$ cat src/rtl/dtt_pkg.sv
// Shared types and codes for the delayed task table.
// Used by dtt_ctrl, dtt_datapath and delayed_task_table; no dependencies.
package dtt_pkg;

  typedef enum logic [2:0] {
    ACT_ADD        = 3'd0,
    ACT_REMOVE     = 3'd1,
    ACT_REMOVE_ALL = 3'd2,
    ACT_QUERY      = 3'd3,
    ACT_PROCESS    = 3'd4
  } dtt_action_e;

  localparam logic [1:0] STS_OK     = 2'd0;
  localparam logic [1:0] STS_PARAM  = 2'd1;
  localparam logic [1:0] STS_EXISTS = 2'd2;
  localparam logic [1:0] STS_FULL   = 2'd3;

  localparam logic [1:0] MODE_REFUSE = 2'd1;
  localparam logic [1:0] MODE_CLEAR  = 2'd2;

  typedef enum logic [2:0] {
    S_IDLE,
    S_SCAN,
    S_DRAIN,
    S_COMMIT,
    S_CLEAR,
    S_SEEK,
    S_FETCH,
    S_RESULT
  } dtt_state_e;

  typedef struct packed {
    logic load;
    logic ptr_clr;
    logic ptr_inc;
    logic scan_rd;
    logic commit;
    logic clr_all;
    logic fetch;
    logic out_single;
    logic out_fire;
  } dtt_cmd_t;

  typedef struct packed {
    logic [2:0] action;
    logic       ptr_last;
    logic       flag;
    logic       exp_zero;
    logic       exp_one;
    logic       out_free;
  } dtt_sts_t;

endpackage

$ cat src/rtl/dtt_ram.sv
// Generic single-write, single-read RAM with registered read data.
// No dependencies.
module dtt_ram #(
  parameter int WIDTH = 8,
  parameter int DEPTH = 16
) (
  input  logic                             clk_i,
  input  logic                             we_i,
  input  logic [(DEPTH>1?$clog2(DEPTH):1)-1:0] waddr_i,
  input  logic [WIDTH-1:0]                 wdata_i,
  input  logic [(DEPTH>1?$clog2(DEPTH):1)-1:0] raddr_i,
  output logic [WIDTH-1:0]                 rdata_o
);

  logic [WIDTH-1:0] mem [DEPTH];

  always_ff @(posedge clk_i) begin
    if (we_i) begin
      mem[waddr_i] <= wdata_i;
    end
    rdata_o <= mem[raddr_i];
  end

endmodule

$ cat src/rtl/dtt_datapath.sv
// Slot storage, valid bits, match/expiry evaluation and result register.
// Depends on dtt_pkg and dtt_ram.
module dtt_datapath import dtt_pkg::*; #(
  parameter int SLOTS        = 16,
  parameter int TICK_BITS    = 32,
  parameter int HANDLER_BITS = 16,
  parameter int TOKEN_BITS   = 32
) (
  input  logic                          clk_i,
  input  logic                          rst_ni,
  input  dtt_cmd_t                      cmd_i,
  output dtt_sts_t                      sts_o,
  input  logic [2:0]                    action_i,
  input  logic [HANDLER_BITS-1:0]       handler_i,
  input  logic [TOKEN_BITS-1:0]         token_i,
  input  logic                          diff_i,
  input  logic [1:0]                    mode_i,
  input  logic [TICK_BITS-1:0]          delay_i,
  input  logic [TICK_BITS-1:0]          now_i,
  input  logic                          out_ready_i,
  output logic                          out_valid_o,
  output logic [1:0]                    out_status_o,
  output logic                          out_found_o,
  output logic                          out_fired_o,
  output logic [HANDLER_BITS-1:0]       out_handler_o,
  output logic [TOKEN_BITS-1:0]         out_token_o,
  output logic [$clog2(SLOTS+1)-1:0]    out_count_o,
  output logic                          out_last_o
);

  localparam int IW = (SLOTS > 1) ? $clog2(SLOTS) : 1;
  localparam int CW = $clog2(SLOTS + 1);
  localparam int HB = HANDLER_BITS;
  localparam int TB = TOKEN_BITS;
  localparam int KB = TICK_BITS;
  localparam int EW = HB + TB + 2 * KB;

  logic [2:0]    action_q;
  logic [HB-1:0] handler_q;
  logic [TB-1:0] token_q;
  logic          diff_q;
  logic [1:0]    mode_q;
  logic [KB-1:0] delay_q;
  logic [KB-1:0] now_q;

  logic [IW-1:0]    ptr_q, rd_idx_q, free_idx_q;
  logic             rd_en_q, fetch_q;
  logic [SLOTS-1:0] valid_q, exp_q;
  logic [CW-1:0]    cnt_q, exp_cnt_q;
  logic             refuse_q, found_q, free_found_q;

  logic          out_valid_q, out_found_q, out_fired_q, out_last_q;
  logic [1:0]    out_status_q;
  logic [HB-1:0] out_handler_q;
  logic [TB-1:0] out_token_q;
  logic [CW-1:0] out_count_q;

  logic [EW-1:0] rdata;
  logic [HB-1:0] r_h;
  logic [TB-1:0] r_t;
  logic [KB-1:0] r_s, r_w, elapsed;
  logic slot_v, hit_h, m_add, m_rq, expire;
  logic clr_add, clr_rm, clr_pr, slot_clr, free_here, commit_ok, do_commit;
  logic out_free;
  logic [1:0] single_status;

  dtt_ram #(.WIDTH(EW), .DEPTH(SLOTS)) u_slots (
    .clk_i   (clk_i),
    .we_i    (do_commit),
    .waddr_i (free_idx_q),
    .wdata_i ({delay_q, now_q, token_q, handler_q}),
    .raddr_i (ptr_q),
    .rdata_o (rdata)
  );

  assign r_h = rdata[HB-1:0];
  assign r_t = rdata[HB +: TB];
  assign r_s = rdata[HB+TB +: KB];
  assign r_w = rdata[HB+TB+KB +: KB];

  always_comb begin
    slot_v    = valid_q[rd_idx_q];
    hit_h     = slot_v && (r_h == handler_q) && (handler_q != '0);
    m_add     = hit_h && (!diff_q || (r_t == token_q));
    m_rq      = hit_h && ((token_q == '0) || (r_t == token_q));
    elapsed   = now_q - r_s;
    expire    = slot_v && (elapsed >= r_w);
    clr_add   = (action_q == ACT_ADD) && (mode_q == MODE_CLEAR) && m_add;
    clr_rm    = (action_q == ACT_REMOVE) && m_rq;
    clr_pr    = (action_q == ACT_PROCESS) && expire;
    slot_clr  = rd_en_q && (clr_add || clr_rm || clr_pr);
    free_here = rd_en_q && (action_q == ACT_ADD) && (handler_q != '0) &&
                (!slot_v || clr_add) && !free_found_q;
    commit_ok = (handler_q != '0) && !((mode_q == MODE_REFUSE) && refuse_q) &&
                free_found_q;
    do_commit = cmd_i.commit && commit_ok;
    out_free  = !out_valid_q || out_ready_i;
  end

  always_comb begin
    case (action_q)
      ACT_ADD: begin
        if (handler_q == '0) begin
          single_status = STS_PARAM;
        end else if ((mode_q == MODE_REFUSE) && refuse_q) begin
          single_status = STS_EXISTS;
        end else if (!free_found_q) begin
          single_status = STS_FULL;
        end else begin
          single_status = STS_OK;
        end
      end
      ACT_REMOVE, ACT_REMOVE_ALL, ACT_QUERY, ACT_PROCESS: single_status = STS_OK;
      default: single_status = STS_PARAM;
    endcase
  end

  // Command fields: captured on request accept.
  always_ff @(posedge clk_i) begin
    if (cmd_i.load) begin
      action_q  <= action_i;
      handler_q <= handler_i;
      token_q   <= token_i;
      diff_q    <= diff_i;
      mode_q    <= mode_i;
      delay_q   <= delay_i;
      now_q     <= now_i;
    end
  end

  always_ff @(posedge clk_i or negedge rst_ni) begin
    if (!rst_ni) begin
      ptr_q        <= '0;
      rd_idx_q     <= '0;
      rd_en_q      <= 1'b0;
      fetch_q      <= 1'b0;
      valid_q      <= '0;
      exp_q        <= '0;
      cnt_q        <= '0;
      exp_cnt_q    <= '0;
      refuse_q     <= 1'b0;
      found_q      <= 1'b0;
      free_found_q <= 1'b0;
      free_idx_q   <= '0;
      out_valid_q  <= 1'b0;
    end else begin
      rd_en_q  <= cmd_i.scan_rd;
      fetch_q  <= cmd_i.fetch;
      rd_idx_q <= ptr_q;

      if (cmd_i.load || cmd_i.ptr_clr) begin
        ptr_q <= '0;
      end else if (cmd_i.ptr_inc) begin
        ptr_q <= (ptr_q == IW'(SLOTS - 1)) ? '0 : ptr_q + 1'b1;
      end

      if (cmd_i.load) begin
        refuse_q     <= 1'b0;
        found_q      <= 1'b0;
        free_found_q <= 1'b0;
      end else if (rd_en_q) begin
        if (m_add) refuse_q <= 1'b1;
        if (m_rq) found_q <= 1'b1;
        if (free_here) begin
          free_found_q <= 1'b1;
          free_idx_q   <= rd_idx_q;
        end
      end

      if (cmd_i.clr_all) begin
        valid_q <= '0;
        cnt_q   <= '0;
      end else if (slot_clr) begin
        valid_q[rd_idx_q] <= 1'b0;
        cnt_q             <= cnt_q - 1'b1;
      end else if (do_commit) begin
        valid_q[free_idx_q] <= 1'b1;
        cnt_q               <= cnt_q + 1'b1;
      end

      if (rd_en_q && clr_pr) begin
        exp_q[rd_idx_q] <= 1'b1;
        exp_cnt_q       <= exp_cnt_q + 1'b1;
      end else if (fetch_q) begin
        exp_q[rd_idx_q] <= 1'b0;
        exp_cnt_q       <= exp_cnt_q - 1'b1;
      end

      if (cmd_i.out_single || cmd_i.out_fire) begin
        out_valid_q <= 1'b1;
      end else if (out_ready_i) begin
        out_valid_q <= 1'b0;
      end
    end
  end

  always_ff @(posedge clk_i) begin
    if (cmd_i.out_single) begin
      out_status_q  <= single_status;
      out_found_q   <= (action_q == ACT_QUERY) && found_q;
      out_fired_q   <= 1'b0;
      out_handler_q <= '0;
      out_token_q   <= '0;
      out_count_q   <= cnt_q;
      out_last_q    <= 1'b1;
    end else if (cmd_i.out_fire) begin
      out_status_q  <= STS_OK;
      out_found_q   <= 1'b0;
      out_fired_q   <= 1'b1;
      out_handler_q <= r_h;
      out_token_q   <= r_t;
      out_count_q   <= cnt_q;
      out_last_q    <= (exp_cnt_q == CW'(1));
    end
  end

  assign sts_o.action   = action_q;
  assign sts_o.ptr_last = (ptr_q == IW'(SLOTS - 1));
  assign sts_o.flag     = exp_q[ptr_q];
  assign sts_o.exp_zero = (exp_cnt_q == '0);
  assign sts_o.exp_one  = (exp_cnt_q == CW'(1));
  assign sts_o.out_free = out_free;

  assign out_valid_o   = out_valid_q;
  assign out_status_o  = out_status_q;
  assign out_found_o   = out_found_q;
  assign out_fired_o   = out_fired_q;
  assign out_handler_o = out_handler_q;
  assign out_token_o   = out_token_q;
  assign out_count_o   = out_count_q;
  assign out_last_o    = out_last_q;

  a_cnt_tracks_valid: assert property (@(posedge clk_i) disable iff (!rst_ni)
    cnt_q == CW'($countones(valid_q)))
    else $error("active count out of step with valid bits");

  a_exp_cnt_tracks_flags: assert property (@(posedge clk_i) disable iff (!rst_ni)
    exp_cnt_q == CW'($countones(exp_q)))
    else $error("expired count out of step with expired flags");

  a_no_overwrite: assert property (@(posedge clk_i) disable iff (!rst_ni)
    (cmd_i.out_single || cmd_i.out_fire) |-> !(out_valid_q && !out_ready_i))
    else $error("result register overwritten before taken");

endmodule

$ cat src/rtl/dtt_ctrl.sv
// Sequencer for the delayed task table: scan, commit, clear and emit phases.
// Depends on dtt_pkg.
module dtt_ctrl import dtt_pkg::*; (
  input  logic     clk_i,
  input  logic     rst_ni,
  input  logic     in_valid_i,
  output logic     in_ready_o,
  input  dtt_sts_t sts_i,
  input  logic [2:0] action_i,
  output dtt_cmd_t cmd_o
);

  dtt_state_e state_q, state_d;

  always_ff @(posedge clk_i or negedge rst_ni) begin
    if (!rst_ni) begin
      state_q <= S_IDLE;
    end else begin
      state_q <= state_d;
    end
  end

  always_comb begin
    state_d = state_q;
    case (state_q)
      S_IDLE: begin
        if (in_valid_i) begin
          case (action_i)
            ACT_ADD, ACT_REMOVE, ACT_QUERY, ACT_PROCESS: state_d = S_SCAN;
            ACT_REMOVE_ALL: state_d = S_CLEAR;
            default: state_d = S_RESULT;
          endcase
        end
      end
      S_SCAN: begin
        if (sts_i.ptr_last) state_d = S_DRAIN;
      end
      S_DRAIN: begin
        case (sts_i.action)
          ACT_ADD: state_d = S_COMMIT;
          ACT_PROCESS: state_d = S_SEEK;
          default: state_d = S_RESULT;
        endcase
      end
      S_COMMIT: state_d = S_RESULT;
      S_CLEAR: state_d = S_RESULT;
      S_SEEK: begin
        if (sts_i.exp_zero) begin
          state_d = S_RESULT;
        end else if (sts_i.flag && sts_i.out_free) begin
          state_d = S_FETCH;
        end
      end
      S_FETCH: state_d = sts_i.exp_one ? S_IDLE : S_SEEK;
      S_RESULT: begin
        if (sts_i.out_free) state_d = S_IDLE;
      end
      default: state_d = S_IDLE;
    endcase
  end

  always_comb begin
    cmd_o      = '0;
    in_ready_o = 1'b0;
    case (state_q)
      S_IDLE: begin
        in_ready_o = 1'b1;
        cmd_o.load = in_valid_i;
      end
      S_SCAN: begin
        cmd_o.scan_rd = 1'b1;
        cmd_o.ptr_inc = 1'b1;
      end
      S_DRAIN: cmd_o.ptr_clr = 1'b1;
      S_COMMIT: cmd_o.commit = 1'b1;
      S_CLEAR: cmd_o.clr_all = 1'b1;
      S_SEEK: begin
        if (!sts_i.exp_zero) begin
          if (sts_i.flag) begin
            if (sts_i.out_free) begin
              cmd_o.fetch   = 1'b1;
              cmd_o.ptr_inc = 1'b1;
            end
          end else begin
            cmd_o.ptr_inc = 1'b1;
          end
        end
      end
      S_FETCH: cmd_o.out_fire = 1'b1;
      S_RESULT: cmd_o.out_single = sts_i.out_free;
      default: cmd_o = '0;
    endcase
  end

endmodule

$ cat src/rtl/delayed_task_table.sv
// Top level of the delayed task table: stream ports, controller and datapath.
// Depends on dtt_pkg, dtt_ctrl, dtt_datapath (and dtt_ram below it).
//
//  Channel  | Direction | Handshake                | Content
//  s_axis   | in        | s_axis_tvalid/tready     | one command request
//  m_axis   | out       | m_axis_tvalid/tready     | one result, tlast on the final one
//
// States from one request accept to the next: add goes through idle, a scan of
// every slot through the slot RAM read port, drain, commit and result; remove and
// query skip commit, remove-all takes idle, clear and result, an unknown code idle
// and result. A process command scans the same way, then walks the expired flags
// from slot 0 up to the last fired slot, one slot a cycle but held at a fired slot
// until m_axis is free, with a fetch step per fired task; result when none expired.
// Reset clears the valid bits, counters and state; slot contents need none.
// A result waits in the output register while the next request is accepted;
// a stalled m_axis holds the emit walk and the final result.
module delayed_task_table import dtt_pkg::*; #(
  parameter int SLOTS        = 16,
  parameter int TICK_BITS    = 32,
  parameter int HANDLER_BITS = 16,
  parameter int TOKEN_BITS   = 32
) (
  input  logic                  clk_i,
  input  logic                  rst_ni,
  input  logic                  s_axis_tvalid,
  output logic                  s_axis_tready,
  // handler_id, param_value, token_match, add_mode, delay, now (low bit up), zero pad
  input  logic [((HANDLER_BITS+TOKEN_BITS+3+2*TICK_BITS+7)/8)*8-1:0] s_axis_tdata,
  // action
  input  logic [2:0]            s_axis_tuser,
  output logic                  m_axis_tvalid,
  input  logic                  m_axis_tready,
  // status, found, fired, fired_handler, fired_param, slot_count (low bit up), zero pad
  output logic [((HANDLER_BITS+TOKEN_BITS+4+$clog2(SLOTS+1)+7)/8)*8-1:0] m_axis_tdata,
  output logic                  m_axis_tlast
);

  localparam int CW     = $clog2(SLOTS + 1);
  localparam int HB     = HANDLER_BITS;
  localparam int TB     = TOKEN_BITS;
  localparam int KB     = TICK_BITS;
  localparam int O_TOK  = HB;
  localparam int O_DIFF = HB + TB;
  localparam int O_MODE = O_DIFF + 1;
  localparam int O_DLY  = O_MODE + 2;
  localparam int O_NOW  = O_DLY + KB;
  localparam int OUT_W  = HB + TB + 4 + CW;
  localparam int OUT_PW = ((OUT_W + 7) / 8) * 8;

  dtt_cmd_t cmd;
  dtt_sts_t sts;

  logic [1:0]    r_status;
  logic          r_found, r_fired;
  logic [HB-1:0] r_handler;
  logic [TB-1:0] r_token;
  logic [CW-1:0] r_count;

  dtt_ctrl u_ctrl (
    .clk_i      (clk_i),
    .rst_ni     (rst_ni),
    .in_valid_i (s_axis_tvalid),
    .in_ready_o (s_axis_tready),
    .sts_i      (sts),
    .action_i   (s_axis_tuser),
    .cmd_o      (cmd)
  );

  dtt_datapath #(
    .SLOTS        (SLOTS),
    .TICK_BITS    (TICK_BITS),
    .HANDLER_BITS (HANDLER_BITS),
    .TOKEN_BITS   (TOKEN_BITS)
  ) u_dp (
    .clk_i         (clk_i),
    .rst_ni        (rst_ni),
    .cmd_i         (cmd),
    .sts_o         (sts),
    .action_i      (s_axis_tuser),
    .handler_i     (s_axis_tdata[HB-1:0]),
    .token_i       (s_axis_tdata[O_TOK +: TB]),
    .diff_i        (s_axis_tdata[O_DIFF]),
    .mode_i        (s_axis_tdata[O_MODE +: 2]),
    .delay_i       (s_axis_tdata[O_DLY +: KB]),
    .now_i         (s_axis_tdata[O_NOW +: KB]),
    .out_ready_i   (m_axis_tready),
    .out_valid_o   (m_axis_tvalid),
    .out_status_o  (r_status),
    .out_found_o   (r_found),
    .out_fired_o   (r_fired),
    .out_handler_o (r_handler),
    .out_token_o   (r_token),
    .out_count_o   (r_count),
    .out_last_o    (m_axis_tlast)
  );

  // Pack result fields, lowest first, zero pad to whole bytes.
  assign m_axis_tdata = OUT_PW'({r_count, r_token, r_handler, r_fired, r_found, r_status});

endmodule

$ cat config.mk
export PLATFORM = sky130hd
export DESIGN_NAME = delayed_task_table
export DESIGN_NICKNAME = d
export VERILOG_FILES = /design/src/rtl/dtt_pkg.sv /design/src/rtl/dtt_ram.sv /design/src/rtl/dtt_datapath.sv /design/src/rtl/dtt_ctrl.sv /design/src/rtl/delayed_task_table.sv
export SDC_FILE = /design/constraint.sdc
export NUM_CORES = 2
export LEC_CHECK = 0
export BUFFER_PORTS_ARGS = -buffer_cell sky130_fd_sc_hd__buf_4
export CORE_MARGIN = 2
export CORE_UTILIZATION = 30
export DETAILED_ROUTE_END_ITERATION = 7
export MAX_ROUTING_LAYER = met4
export PLACE_DENSITY = 0.45
export RECOVER_POWER = 50
export SETUP_SLACK_MARGIN = 0.3
export SLEW_MARGIN = 40
export SYNTH_ARGS = -nofsm -noshare
export SYNTH_HDL_FRONTEND = slang
export SYNTH_SLANG_ARGS = --single-unit
$ cat constraint.sdc
create_clock -name clk_i -period 10.9 [get_ports clk_i]
set_clock_uncertainty 0.05 [all_clocks]
set_input_delay 2.18 -clock clk_i [delete_from_list [all_inputs] [get_ports clk_i]]
set_output_delay 2.18 -clock clk_i [all_outputs]
set_load 0.02 [all_outputs]
==> run metrics <==
max cap viols 10; # resized after CTS 0; Final setup viols 0; worst min path class flop to flop; Bufs on Longest Clock Path 4; Hold Buf Count CTS 0; final instance area 96040 um^2; vias in the first global route 44070; Placed Cells 8131; gr usage total 16.56%; Setup Buffers After CTS 0; # DRC 0; vias 42590; number of synthesized flops with an enable pin 1918; largest net degree at the start of global routing 98; Die W 527.9 um; RSZ-0062 raised after global routing false; Synth Area in Compound Gates 6.103%; CP Launch Type flop; crit path max fanout 80; Syn. warnings 0; CP Capture Type flop; Leak 31.43 nW; Distinct cells, synth 75; worst hold margin 0.4030 ns; # rows 192; Initial Util 30.12%; Worst slew margin -167.8%; Async SR Flop Fraction 2.940%; initial antenna violation count 7; fin util 35.13%; I/O Pins 194; Slew @ Worst Pin 3.995 ns; syn avg cell area 18.30 um^2; largest family of logic cells by synthesized area multiplexers; drt initial violations 3700; flop-to-flop setup slack 2.39 ns; GR Overflow Total 0; Routed Antenna Nets 0; Mapped Area 82340 um^2; DR pass1 iterations 5; root buf cell clkbuf_16; PwrDens 240.0 nW/um^2; DIE AREA 278700 um^2; Layout Cells excl Fill 8574; final worst path period need 8.506 ns; area delta synth->final 16.64%; XOR/XNOR share of the synthesized area 0.9042%; simple-gate share of the synthesized area 2.532%; Clock Pin Slew Worst Setup and Hold Paths 0.06 ns; PortBufs 181; mux cell area share after synthesis 11.94%; fmax 0.1176 GHz; final hold vios 0; Setup CP Type flop to flop; max-slew violations 443; CTS Buf Count 238; CTS tree built; register area share after synthesis 75.80%; Yosys reg bits 2143; DP Area 88560 um^2; CTS Sinks 2143; Core Area 273400 um^2; clk_lat worst skew 0.86 ns; worst endpoint data arrival time 9.20 ns; Synth Area in Adders 1.128%; Critical Path RT 11.60 ns; violated checks max-capacitance violations, max-slew violations; Die Ht 527.9 um; Cells after Synth 4499; Final HPWL DP 123000 um; outcome finished with violations; Placer Congestion 0.7554; most common flop cell mapped by yosys edfxtp_1; Routed WL 228000 um; Wirelength per Cell 26.59 um; fin nets 4983; total negative slack 0 ns; fraction of final layout cells sized beyond drive strength 1 16.38%; first-pass GRT wire length 326500 um; period utilization 78.04%; H-tree levels 4; vias per cell 4.967; maximum VDD drop 0.1593 mV
[where the power goes]
| group | total (mW) | switching [mW] | internal [mW] | leakage [nW] |
|---|---|---|---|---|
| logic | 5.02 | 2.94 | 2.08 | 8.18 |
| clock network | 7.98 | 3.25 | 4.73 | 3.78 |
| registers | 10.0 | 0.546 | 9.50 | 19.5 |
| total | 23.1 | 6.74 | 16.3 | 31.4 |
[per-stage QoR]
stage	worst slack [ns]	total power [mW]
finish	2.394	23.05
global route	2.141	24.13
CTS	3.582	23.37
detailed placement	3.607	15.32
global placement	3.626	15.29
floorplan	1.248	13.50
[critical path, cell delays in order, from the launching register on]
cell        delay, ns
dfrtp_1          1.60
clkinvlp_2       2.59
clkbuf_2         2.26
a221oi_1         1.03
o21ai_0          0.18
nand2_1          0.48
[path summary, 6_finish.rpt]
kind / start / end / cells past startpoint
worst max register to register: u_dp.ptr_q[3]$_DFFE_PN0P_ / u_dp.u_slots.rdata_o[111]$_DFF_P_ / 5
max in group asynchronous: rst_ni / u_dp.ptr_q[2]$_DFFE_PN0P_ / 1
worst max-delay path: u_dp.ptr_q[3]$_DFFE_PN0P_ / u_dp.u_slots.rdata_o[111]$_DFF_P_ / 5
min in group asynchronous: rst_ni / u_dp.cnt_q[2]$_DFFE_PN0P_ / 1
worst min-delay path: u_dp.out_token_o[9]$_SDFFE_PP0P_ / u_dp.out_token_o[9]$_SDFFE_PP0P_ / 2
worst min register to register: u_dp.out_token_o[9]$_SDFFE_PP0P_ / u_dp.out_token_o[9]$_SDFFE_PP0P_ / 2
[cell usage after synthesis, drive strengths merged (3+ instances only)]
cell	count	share of area, %
a31oi	4	0.030
dfxtp	162	3.9
or2	3	0.023
nor3b	4	0.043
a22o	16	0.17
o21bai	6	0.055
mux2	4	0.055
o41ai	6	0.064
nand4	22	0.17
buf	79	0.47
a221oi	227	2.4
o21a	13	0.12
dfrtp	63	1.9
and2	7	0.053
a21o	14	0.13
clkbuf	163	0.74
o21ai	158	0.96
nor2	75	0.34
mux2i	457	5.6
nand2	270	1.2
nand3	13	0.079
or4	3	0.036
ha	71	1.1
nor3	25	0.16
o211ai	5	0.046
a21oi	105	0.65
a211o	3	0.032
nor2b	4	0.030
edfxtp	1918	70
inv	81	0.37
o31ai	13	0.12
a211oi	8	0.073
nor4	23	0.17
nand2b	11	0.084
xor2	44	0.47
a22oi	112	1.0
mux4	231	6.3
xnor2	41	0.44
[flip-flops by register name, summed over array words and instances (netlist names), 16 cells and up, named ones only]
name and flops:
u_dp.u_slots.mem 1792, u_dp.u_slots.rdata_o 112, u_dp.delay_q 32, u_dp.now_q 32, u_dp.out_token_o 32, u_dp.token_q 32
u_dp.handler_q 16, u_dp.out_handler_o 16, u_dp.valid_q 16
[cell type report]
class,count,area (um^2)
Clock buffer,337,6619
Fill cell,25770,177300
Tap cell,3589,4491
Multi-Input combinational cell,2038,18780
Antenna cell,3,7.507
Clock inverter,102,1114
Inverter,82,310.3
Sequential cell,2143,62430
Timing Repair Buffer,280,2292
[cell families (layout without fill, tap and decap cells)]
family,after synthesis,count (layout)
adders and majority gates,73,73
AOI/OAI and AO/OA,710,710
DFF,2143,2143
and+or+nand+nor,471,471
buffers and inverters,324,801
muxes,692,692
other,1,10
xor gates and xnor gates,85,85
[placed cells by master, fill, tap and decap left out, types with 16 or more instances in the layout]
cell       count
bufinv_16     22
buf_4        102
buf_6         16
nand4_1       22
clkinv_1      31
a21oi_1      103
clkbuf_8      27
dfrtp_1       60
nor3_1        20
a22oi_1      112
mux2i_1      457
xor2_1        44
nor4_1        22
dfxtp_1      162
inv_1         80
clkbuf_1     143
nand2_1      270
xnor2_1       41
mux4_2       229
clkinv_2      36
clkbuf_4      63
o21ai_0      157
edfxtp_1    1918
clkbuf_16    239
a22o_1        16
a221oi_1     227
nor2_1        61
ha_1          71
[per-layer routing]
layer	wire, um	vias up	global-route usage [%]
li1	-	18770	-
met1	103400	22630	22.03
met2	111300	892	27.07
met3	8693	298	2.091
met4	4612	0	3.735
met5	0	-	-
No activity file was read; power rests on OpenSTA's default activity.
